$ cat src/hw/rtl/kti_pkg.sv
// ----------------------------------------------------------------------------
// kti_pkg
// Shared types and constants for the keyframe table interpolator.
// ----------------------------------------------------------------------------
`default_nettype none

package kti_pkg;

   localparam int MAX_KEYS_DEF   = 64;
   localparam int TIME_FRAC_DEF  = 8;
   localparam int VALUE_BITS_DEF = 32;

   localparam int POS_BITS   = 16;
   localparam int IDX_BITS   = 6;
   localparam int TIME_BITS  = 24;
   localparam int OUT_BITS   = 32;
   localparam int TOTAL_BITS = 7;
   localparam int CNT_BITS   = 11;
   localparam int CMP_BITS   = 40;
   localparam int WIDE_BITS  = 64;
   localparam int DVS_BITS   = 33;
   localparam int MUL_STEPS  = TIME_BITS;
   localparam int DIV_STEPS  = WIDE_BITS;
   localparam int ITER_BITS  = 7;

   typedef enum logic [2:0] {
      OP_QUERY  = 3'd0,
      OP_INSERT = 3'd1,
      OP_MOVE   = 3'd2,
      OP_DELETE = 3'd3,
      OP_SET    = 3'd4,
      OP_READ   = 3'd5,
      OP_CLEAR  = 3'd6
   } opcode_type;

   typedef enum logic [1:0] {
      ST_OK    = 2'd0,
      ST_FULL  = 2'd1,
      ST_RANGE = 2'd2
   } status_type;

   typedef struct packed {
      opcode_type                   opcode;
      logic [IDX_BITS-1:0]          key_index;
      logic [POS_BITS-1:0]          key_position;
      logic signed [OUT_BITS-1:0]   key_value;
      logic [TIME_BITS-1:0]         query_time;
   } req_type;

   typedef struct packed {
      logic signed [OUT_BITS-1:0]   result_value;
      logic [POS_BITS-1:0]          result_position;
      logic [TOTAL_BITS-1:0]        key_total;
      status_type                   status;
   } rsp_type;

   typedef enum logic [1:0] {
      CELL_HOLD,
      CELL_INSERT,
      CELL_REMOVE,
      CELL_SET
   } cell_op_type;

   typedef struct packed {
      cell_op_type                  op;
      logic [POS_BITS-1:0]          pos;
      logic signed [OUT_BITS-1:0]   val;
      logic [IDX_BITS-1:0]          idx;
      logic [IDX_BITS-1:0]          lim;
      logic [CNT_BITS-1:0]          count;
      logic [TIME_BITS-1:0]         time_q;
   } cell_cmd_type;

   typedef struct packed {
      logic                         any_b;
      logic                         any_a;
      logic [POS_BITS-1:0]          b_pos;
      logic signed [OUT_BITS-1:0]   b_val;
      logic [POS_BITS-1:0]          a_pos;
      logic signed [OUT_BITS-1:0]   a_val;
      logic [POS_BITS-1:0]          r_pos;
      logic signed [OUT_BITS-1:0]   r_val;
   } gather_type;

   typedef enum logic [3:0] {
      S_IDLE,
      S_EXEC,
      S_MOVE2,
      S_PREP,
      S_MUL,
      S_NORM,
      S_DIV,
      S_FIN,
      S_DONE
   } state_type;

endpackage

`default_nettype wire

$ cat src/hw/rtl/kti_cell.sv
// ----------------------------------------------------------------------------
// kti_cell
// One slot of the sorted key row: holds a key, shifts with its neighbors.
// ----------------------------------------------------------------------------
`default_nettype none

module kti_cell #(
   parameter int INDEX     = 0,
   parameter int TIME_FRAC = kti_pkg::TIME_FRAC_DEF,
   parameter int VAL_BITS  = kti_pkg::VALUE_BITS_DEF
) (
   input  wire                                   clock,
   input  kti_pkg::cell_cmd_type                 cmd,
   input  wire [kti_pkg::POS_BITS-1:0]           left_pos,
   input  wire signed [VAL_BITS-1:0]             left_val,
   input  wire                                   left_ahead,
   input  wire                                   left_le,
   input  wire [kti_pkg::POS_BITS-1:0]           right_pos,
   input  wire signed [VAL_BITS-1:0]             right_val,
   input  wire                                   right_le,
   output logic [kti_pkg::POS_BITS-1:0]          pos,
   output logic signed [VAL_BITS-1:0]            val,
   output logic                                  ahead,
   output logic                                  le,
   output kti_pkg::gather_type                   gather
);

   logic [kti_pkg::POS_BITS-1:0] pos_ff, pos_in;
   logic signed [VAL_BITS-1:0]   val_ff, val_in;
   logic                         valid;
   logic                         sel_b, sel_a, sel_r;
   logic signed [kti_pkg::OUT_BITS-1:0] val_ext;

   always_comb begin
      valid  = INDEX < int'(cmd.count);
      ahead  = valid && ((pos_ff < cmd.pos) ||
                         ((pos_ff == cmd.pos) && (INDEX < int'(cmd.lim))));
      le     = valid && ((kti_pkg::CMP_BITS'(pos_ff) << TIME_FRAC) <=
                         kti_pkg::CMP_BITS'(cmd.time_q));
      sel_b  = le && !right_le;
      sel_a  = valid && !le && left_le;
      sel_r  = INDEX == int'(cmd.idx);
      val_ext = kti_pkg::OUT_BITS'(val_ff);
      pos    = pos_ff;
      val    = val_ff;

      gather.any_b = le;
      gather.any_a = sel_a;
      gather.b_pos = sel_b ? pos_ff : '0;
      gather.b_val = sel_b ? val_ext : '0;
      gather.a_pos = sel_a ? pos_ff : '0;
      gather.a_val = sel_a ? val_ext : '0;
      gather.r_pos = sel_r ? pos_ff : '0;
      gather.r_val = sel_r ? val_ext : '0;
   end

   always_comb begin
      pos_in = pos_ff;
      val_in = val_ff;
      unique case (cmd.op)
         kti_pkg::CELL_INSERT: begin
            if (!ahead) begin
               if (left_ahead) begin
                  pos_in = cmd.pos;
                  val_in = cmd.val[VAL_BITS-1:0];
               end else begin
                  pos_in = left_pos;
                  val_in = left_val;
               end
            end
         end
         kti_pkg::CELL_REMOVE: begin
            if (INDEX >= int'(cmd.idx)) begin
               pos_in = right_pos;
               val_in = right_val;
            end
         end
         kti_pkg::CELL_SET: begin
            if (sel_r) begin
               val_in = cmd.val[VAL_BITS-1:0];
            end
         end
         kti_pkg::CELL_HOLD: begin
         end
      endcase
   end

   always_ff @(posedge clock) begin
      pos_ff <= pos_in;
      val_ff <= val_in;
   end

endmodule

`default_nettype wire

$ cat config.mk
export PLATFORM = sky130hd
export DESIGN_NAME = kti_cell
export DESIGN_NICKNAME = d
export VERILOG_FILES = /design/src/hw/rtl/kti_pkg.sv /design/src/hw/rtl/kti_cell.sv
export SDC_FILE = /design/constraint.sdc
export NUM_CORES = 1
export LEC_CHECK = 0
export ABC_AREA = 1
export BUFFER_PORTS_ARGS = -buffer_cell sky130_fd_sc_hd__buf_2
export CAP_MARGIN = 20
export CORE_AREA = 2 2 152 154
export DETAILED_ROUTE_END_ITERATION = 8
export DIE_AREA = 0 0 154 156
export PLACE_DENSITY = 0.51
export SLEW_MARGIN = 20
export SYNTH_ARGS = -nofsm -noshare
export SYNTH_HDL_FRONTEND = slang
export SYNTH_SLANG_ARGS = --single-unit
$ cat constraint.sdc
create_clock -name clock -period 4.3 [get_ports clock]
set_clock_uncertainty 0.1 [all_clocks]
set_input_delay 0 -clock clock [delete_from_list [all_inputs] [get_ports clock]]
set_output_delay 0 -clock clock [all_outputs]
set_load 0.1 [all_outputs]
==> Yosys cells after proc, flatten, opt, wreduce, memory -nomap -nowiden <==
Cells that the tools add are included.
{ "totals": {"reg_bits": 48, "latchBits": 0, "ramBits": 0, "mem_bits_ro": 0, "input_bits": 197, "elab_cells": 43, "n_memories": 0} }
{ "classes": {"add_sub_neg": 0, "n_mul": 0, "n_div": 0, "n_lt_le_gt_ge": 5, "n_eq_ne": 7, "n_shift": 0, "muxes": 15, "bitwise_logic": 0, "reduce_logical": 14} }
{ "op_table": {"columns": ["op", "n"], "rows": [
  ["32-bit two-way mux", 7],
  ["16-bit two-way mux", 6],
  ["32-bit one-hot mux with 3 select lines", 1],
  ["16-bit one-hot mux with 2 select lines", 1],
  ["24-bit <= comparator", 1],
  ["16-bit equality test", 1],
  ["16-bit < comparator", 1],
  ["1-bit by 11-bit < comparator with 1-bit output (first input constant)", 1],
  ["1-bit by 6-bit greater-or-equal comparator with 1-bit output (first input constant)", 1],
  ["1-bit logical AND", 6],
  ["6-bit logical NOT", 1],
  ["1-bit by 6-bit < comparator with 1-bit output (first input constant)", 1],
  ["2-bit != test (second input constant)", 3],
  ["2-bit equality test (second input constant)", 2],
  ["4-bit AND reduction", 1],
  ["3-bit AND reduction", 1],
  ["3-bit nonzero test", 1],
  ["2-bit by 1-bit equality test with 1-bit output (second input constant)", 1],
  ["1-bit logical NOT", 2],
  ["2-bit nonzero test", 1],
  ["1-bit logical OR", 1]
]} }

==> Longest topological paths before layout <==
{ "logic_depth": {"depth_word": 6, "ltp_mapped": 15, "depth_no_buf": 15} }

==> Least setup slack after synthesis <==
Ideal clock, no wire load.
{ "synth_timing": {"path_kind": "register to output", "from": "register pos_ff (netlist bit pos[7])", "to": "output gather[145] in the netlist's numbering", "t_arrival_ns": 3.803, "required_time_ns": 4.200, "setup_slack_ns": 0.397, "stages_incl_launch_ff": 9, "n_path_buf": 1, "cell_sequence": "edfxtp_1 -> ha_1 -> a21o_1 -> nor2_1 -> nand2_1 -> nand2_1 -> nand2_1 -> a21oi_1 -> buf_4"} }
{ "synth_between": {"elab_chain_cells": 2} }
{ "synth_lines": {"columns": ["item", "line_no", "source"], "rows": [
  ["start, declared", "kti_cell.sv:28", "logic [kti_pkg::POS_BITS-1:0] pos_ff, pos_in;"],
  ["start signal, assigned", "kti_cell.sv:89", "pos_ff <= pos_in;"],
  ["24-bit <= comparator", "kti_cell.sv:38", "le = valid && ((kti_pkg::CMP_BITS'(pos_ff) << TIME_FRAC) <="],
  ["1-bit logical AND", "kti_cell.sv:38", null],
  ["end, declared", "kti_cell.sv:25", "output kti_pkg::gather_type gather"]
]} }
Every way passes these cells.

==> results.sh <==
export IMPL_crit_family="simple AND/OR/NAND/NOR gates"
export IMPL_met3_usage=0.0261
export IMPL_synth_compound_area_share=0.143
export IMPL_status="finished, violations left"
export IMPL_die_height_um=156
export IMPL_cp_cell_sequence="ha_1 > nand4_1 > nor2_2 > nand4_1 > nand2_1 > nand3_2 > buf_4 > nor2_1 > buf_2"
export IMPL_grt_max_degree=49
export IMPL_cp_end_kind="primary output"
export IMPL_maxCapViolCount=0
export IMPL_slowest_delay_ns=0.47
export IMPL_synthSimpleGateAreaFrac=0.324
export IMPL_vias_per_cell=4.36
export IMPL_violations="hold timing"
export IMPL_required_ns=4.20
export IMPL_clock_path_buffers=2
export IMPL_min_to="val[1]$_DFFE_PP_"
export IMPL_path_buf_inv=2
export IMPL_power_w=0.00204
export IMPL_synth_top_family_by_area="simple AND/OR/NAND/NOR gates"
export IMPL_reg2reg_to="val[24]$_DFFE_PP_"
export IMPL_synth_area_mm2=0.00456
export IMPL_cts_htree_levels=2
export IMPL_synth_cell_types=26
export IMPL_avgSynthCellArea_um2=6.63
export IMPL_grt_util_all_layers=0.173
export IMPL_fin_crit_sh=0.778
export IMPL_muxShareOfSynthArea=0
export IMPL_coreArea_mm2=0.0224
export IMPL_synthCells=688
export IMPL_final_nets=1364
export IMPL_hold_path_class="primary input to flip-flop"
export IMPL_crit_type="flip-flop to primary output"
export IMPL_report_final_slew_viol_count=0
export IMPL_power_leakage_nw=4.24
export IMPL_min_path_cells=3
export IMPL_r2r_slack_ns=1.60
export IMPL_vdd_ir_drop_max_mv=0.131
export IMPL_clk_pin_slew_worst_paths_ns=0.07
export IMPL_hpwl_um=17000
export IMPL_crit_fanout=31
export IMPL_clock_latency_ns=0.30
export IMPL_die_w_um=154
export IMPL_rows=55
export IMPL_drive_gt1_frac=0.382
export IMPL_grt_pass1_vias=5941
export IMPL_cts_tree="built"
export IMPL_drc=0
export IMPL_multi_input_area_mm2=0.00254
export IMPL_tightestPinTransition_ns=1.02
export IMPL_synth_xor_area_share=0
export IMPL_yosysWarnings=0
export IMPL_grt_busiest_layer="met2"
export IMPL_worstHoldStart="right_val[1]"
export IMPL_setup_worst_path_start_class="flip-flop"
export IMPL_final_cell_mix="buf_2, nor2_1, inv_1"
export IMPL_switchingPower_w=0.000965
export IMPL_cts_setup_buffers=0
export IMPL_clock_root_buffer="clkbuf_16"
export IMPL_synth_seq_cells=48
export IMPL_rsz0062_at_grt="false"
export IMPL_synth_top_area_frac=0.316
export IMPL_dp_cells=1327
export IMPL_seq_area_mm2=0.00144
export IMPL_yosys_area_top_type="edfxtp_1"
export IMPL_crit_top_cell="nand4_1"
export IMPL_finalNonFillerCells=1420
export IMPL_start_util=0.204
export IMPL_wl_per_cell_um=15.5
export IMPL_r2r_start="pos[15]$_DFFE_PP_"
export IMPL_fillers=2464
export IMPL_critical_path_arrival_ns=3.24
export IMPL_syn_num_nets=917
export IMPL_layout_commonest_cell="buf_2"
export IMPL_vias=6191
export IMPL_grt_pass1_wl_um=32200
export IMPL_synthTopCellsByArea="edfxtp_1, nor2_1, ha_1"
export IMPL_hold_violations=1
export IMPL_ios=393
export IMPL_finalCriticalPeriod_ns=3.34
export IMPL_gp_congestion=0.847
export IMPL_clock_fmax_ghz=0.299
export IMPL_worst_r2r_cell_count=9
export IMPL_cts_made_buffers=5
export IMPL_combPwrFrac=0.508
export IMPL_p_seq_frac=0.275
export IMPL_first_pass_iters=5
export IMPL_area_growth_pct=69.2
export IMPL_clock_sinks=48
export IMPL_setup_tns_ns=0
export IMPL_antenna_found_initial=1
export IMPL_dieArea_mm2=0.0240
export IMPL_ant_nets=0
export IMPL_hold_ws_ns=-0.00246
export IMPL_drt_iter0_drc=251
export IMPL_dp_slack_ns=1.33
export IMPL_use_met1=0.218
export IMPL_cp_slowest_cell="buf_4"
export IMPL_yosysSeqAreaShare=0.316
export IMPL_port_buffers=392
export IMPL_setup_viol=0
export IMPL_synth_fa_ha_area_frac=0.0878
export IMPL_power_share_switching=0.472
export IMPL_met2_usage=0.312
export IMPL_gr_total_overflow=0
export IMPL_fin_ws_ns=0.955
export IMPL_wl_um=22000
export IMPL_cp_depth=9
export IMPL_p_clk_frac=0.217
export IMPL_slew_headroom=0.321
export IMPL_p_int_w=0.00108
export IMPL_powerDensity_mw_per_mm2=265
-- per-layer routing --
| layer | vias to the layer above | wire length, um |
|---|---|---|
| met5 | - | 0 |
| met2 | 239 | 11100 |
| met4 | 0 | 229 |
| met3 | 14 | 1120 |
| li1 | 3106 | - |
| met1 | 2832 | 9620 |
-- per-stage QoR --
step / util / cell area [um2]
global placement: 0.299 / 6700
floorplan: - / 4560
global route: 0.345 / 7720
CTS: 0.345 / 7710
finish: 0.345 / 7720
detailed placement: 0.299 / 6700
-- state kept, by name, summed over array words and instances, names as in the netlist --
| signal | cells |
|---|---|
| pos | 16 |
| val | 32 |
-- synth_stat cells --
| cell | n |
|---|---|
| a21o_1 | 2 |
| a21oi_1 | 45 |
| and3_1 | 1 |
| buf_1 | 3 |
| buf_12 | 1 |
| buf_2 | 11 |
| buf_4 | 2 |
| buf_6 | 4 |
| clkbuf_1 | 23 |
| edfxtp_1 | 48 |
| ha_1 | 32 |
| inv_1 | 93 |
| inv_2 | 2 |
| nand2_1 | 90 |
| nand3_1 | 36 |
| nand3_2 | 1 |
| nand4_1 | 5 |
| nand4_2 | 1 |
| nor2_1 | 197 |
| nor2_2 | 21 |
| nor3_1 | 1 |
| nor3_2 | 1 |
| nor3b_1 | 1 |
| o211ai_1 | 32 |
| o21ai_0 | 34 |
| or3_1 | 1 |
-- worst max-delay path by stage --
stage	start	to	slack [ns]
after global placement	pos[3]$_DFFE_PP_	gather[100]	1.37
after CTS	pos[15]$_DFFE_PP_	gather[120]	1.00
final	pos[10]$_DFFE_PP_	gather[100]	0.96
after detailed placement	pos[15]$_DFFE_PP_	gather[120]	1.33
after floorplan	pos[7]$_DFFE_PP_	gather[145]	0.40
after global routing	pos[15]$_DFFE_PP_	gather[104]	0.73
-- cell type report --
type                            count  share of cell area
Timing Repair Buffer              484               0.372
Multi-Input combinational cell    501               0.329
Sequential cell                    48               0.187
Inverter                           95              0.0462
Tap cell                          285              0.0462
Clock buffer                        5              0.0162
Clock inverter                      1             0.00389
Antenna cell                        1            0.000324
-- worst min-delay path, cell delays in order --
cell and delay (ns):
buf_2 0.08, nand2_1 0.06, o211ai_1 0.12
-- power by group through the flow --
stage	Combinational (W)	Sequential (W)	Clock, W
final	0.00104	0.000561	0.000444
after global routing	0.00110	0.000565	0.000477
after CTS	0.00104	0.000562	0.000464
after detailed placement	0.000955	0.000572	0
after global placement	0.000954	0.000572	0
after floorplan	0.000605	0.000694	0
-- logic make-up after synthesis --
| kind of cell | count (synthesis) |
|---|---|
| and+or+nand+nor | 356 |
| DFF | 48 |
| buffers and inverters | 139 |
| adders and majority gates | 32 |
| AOI/OAI and AO/OA | 113 |
-- repair_timing --
item                      CTS  global route
hold buffers               86             0
gates resized for setup     0             0
hold endpoints to repair   44             0
Power figures use the tool's default switching activity.
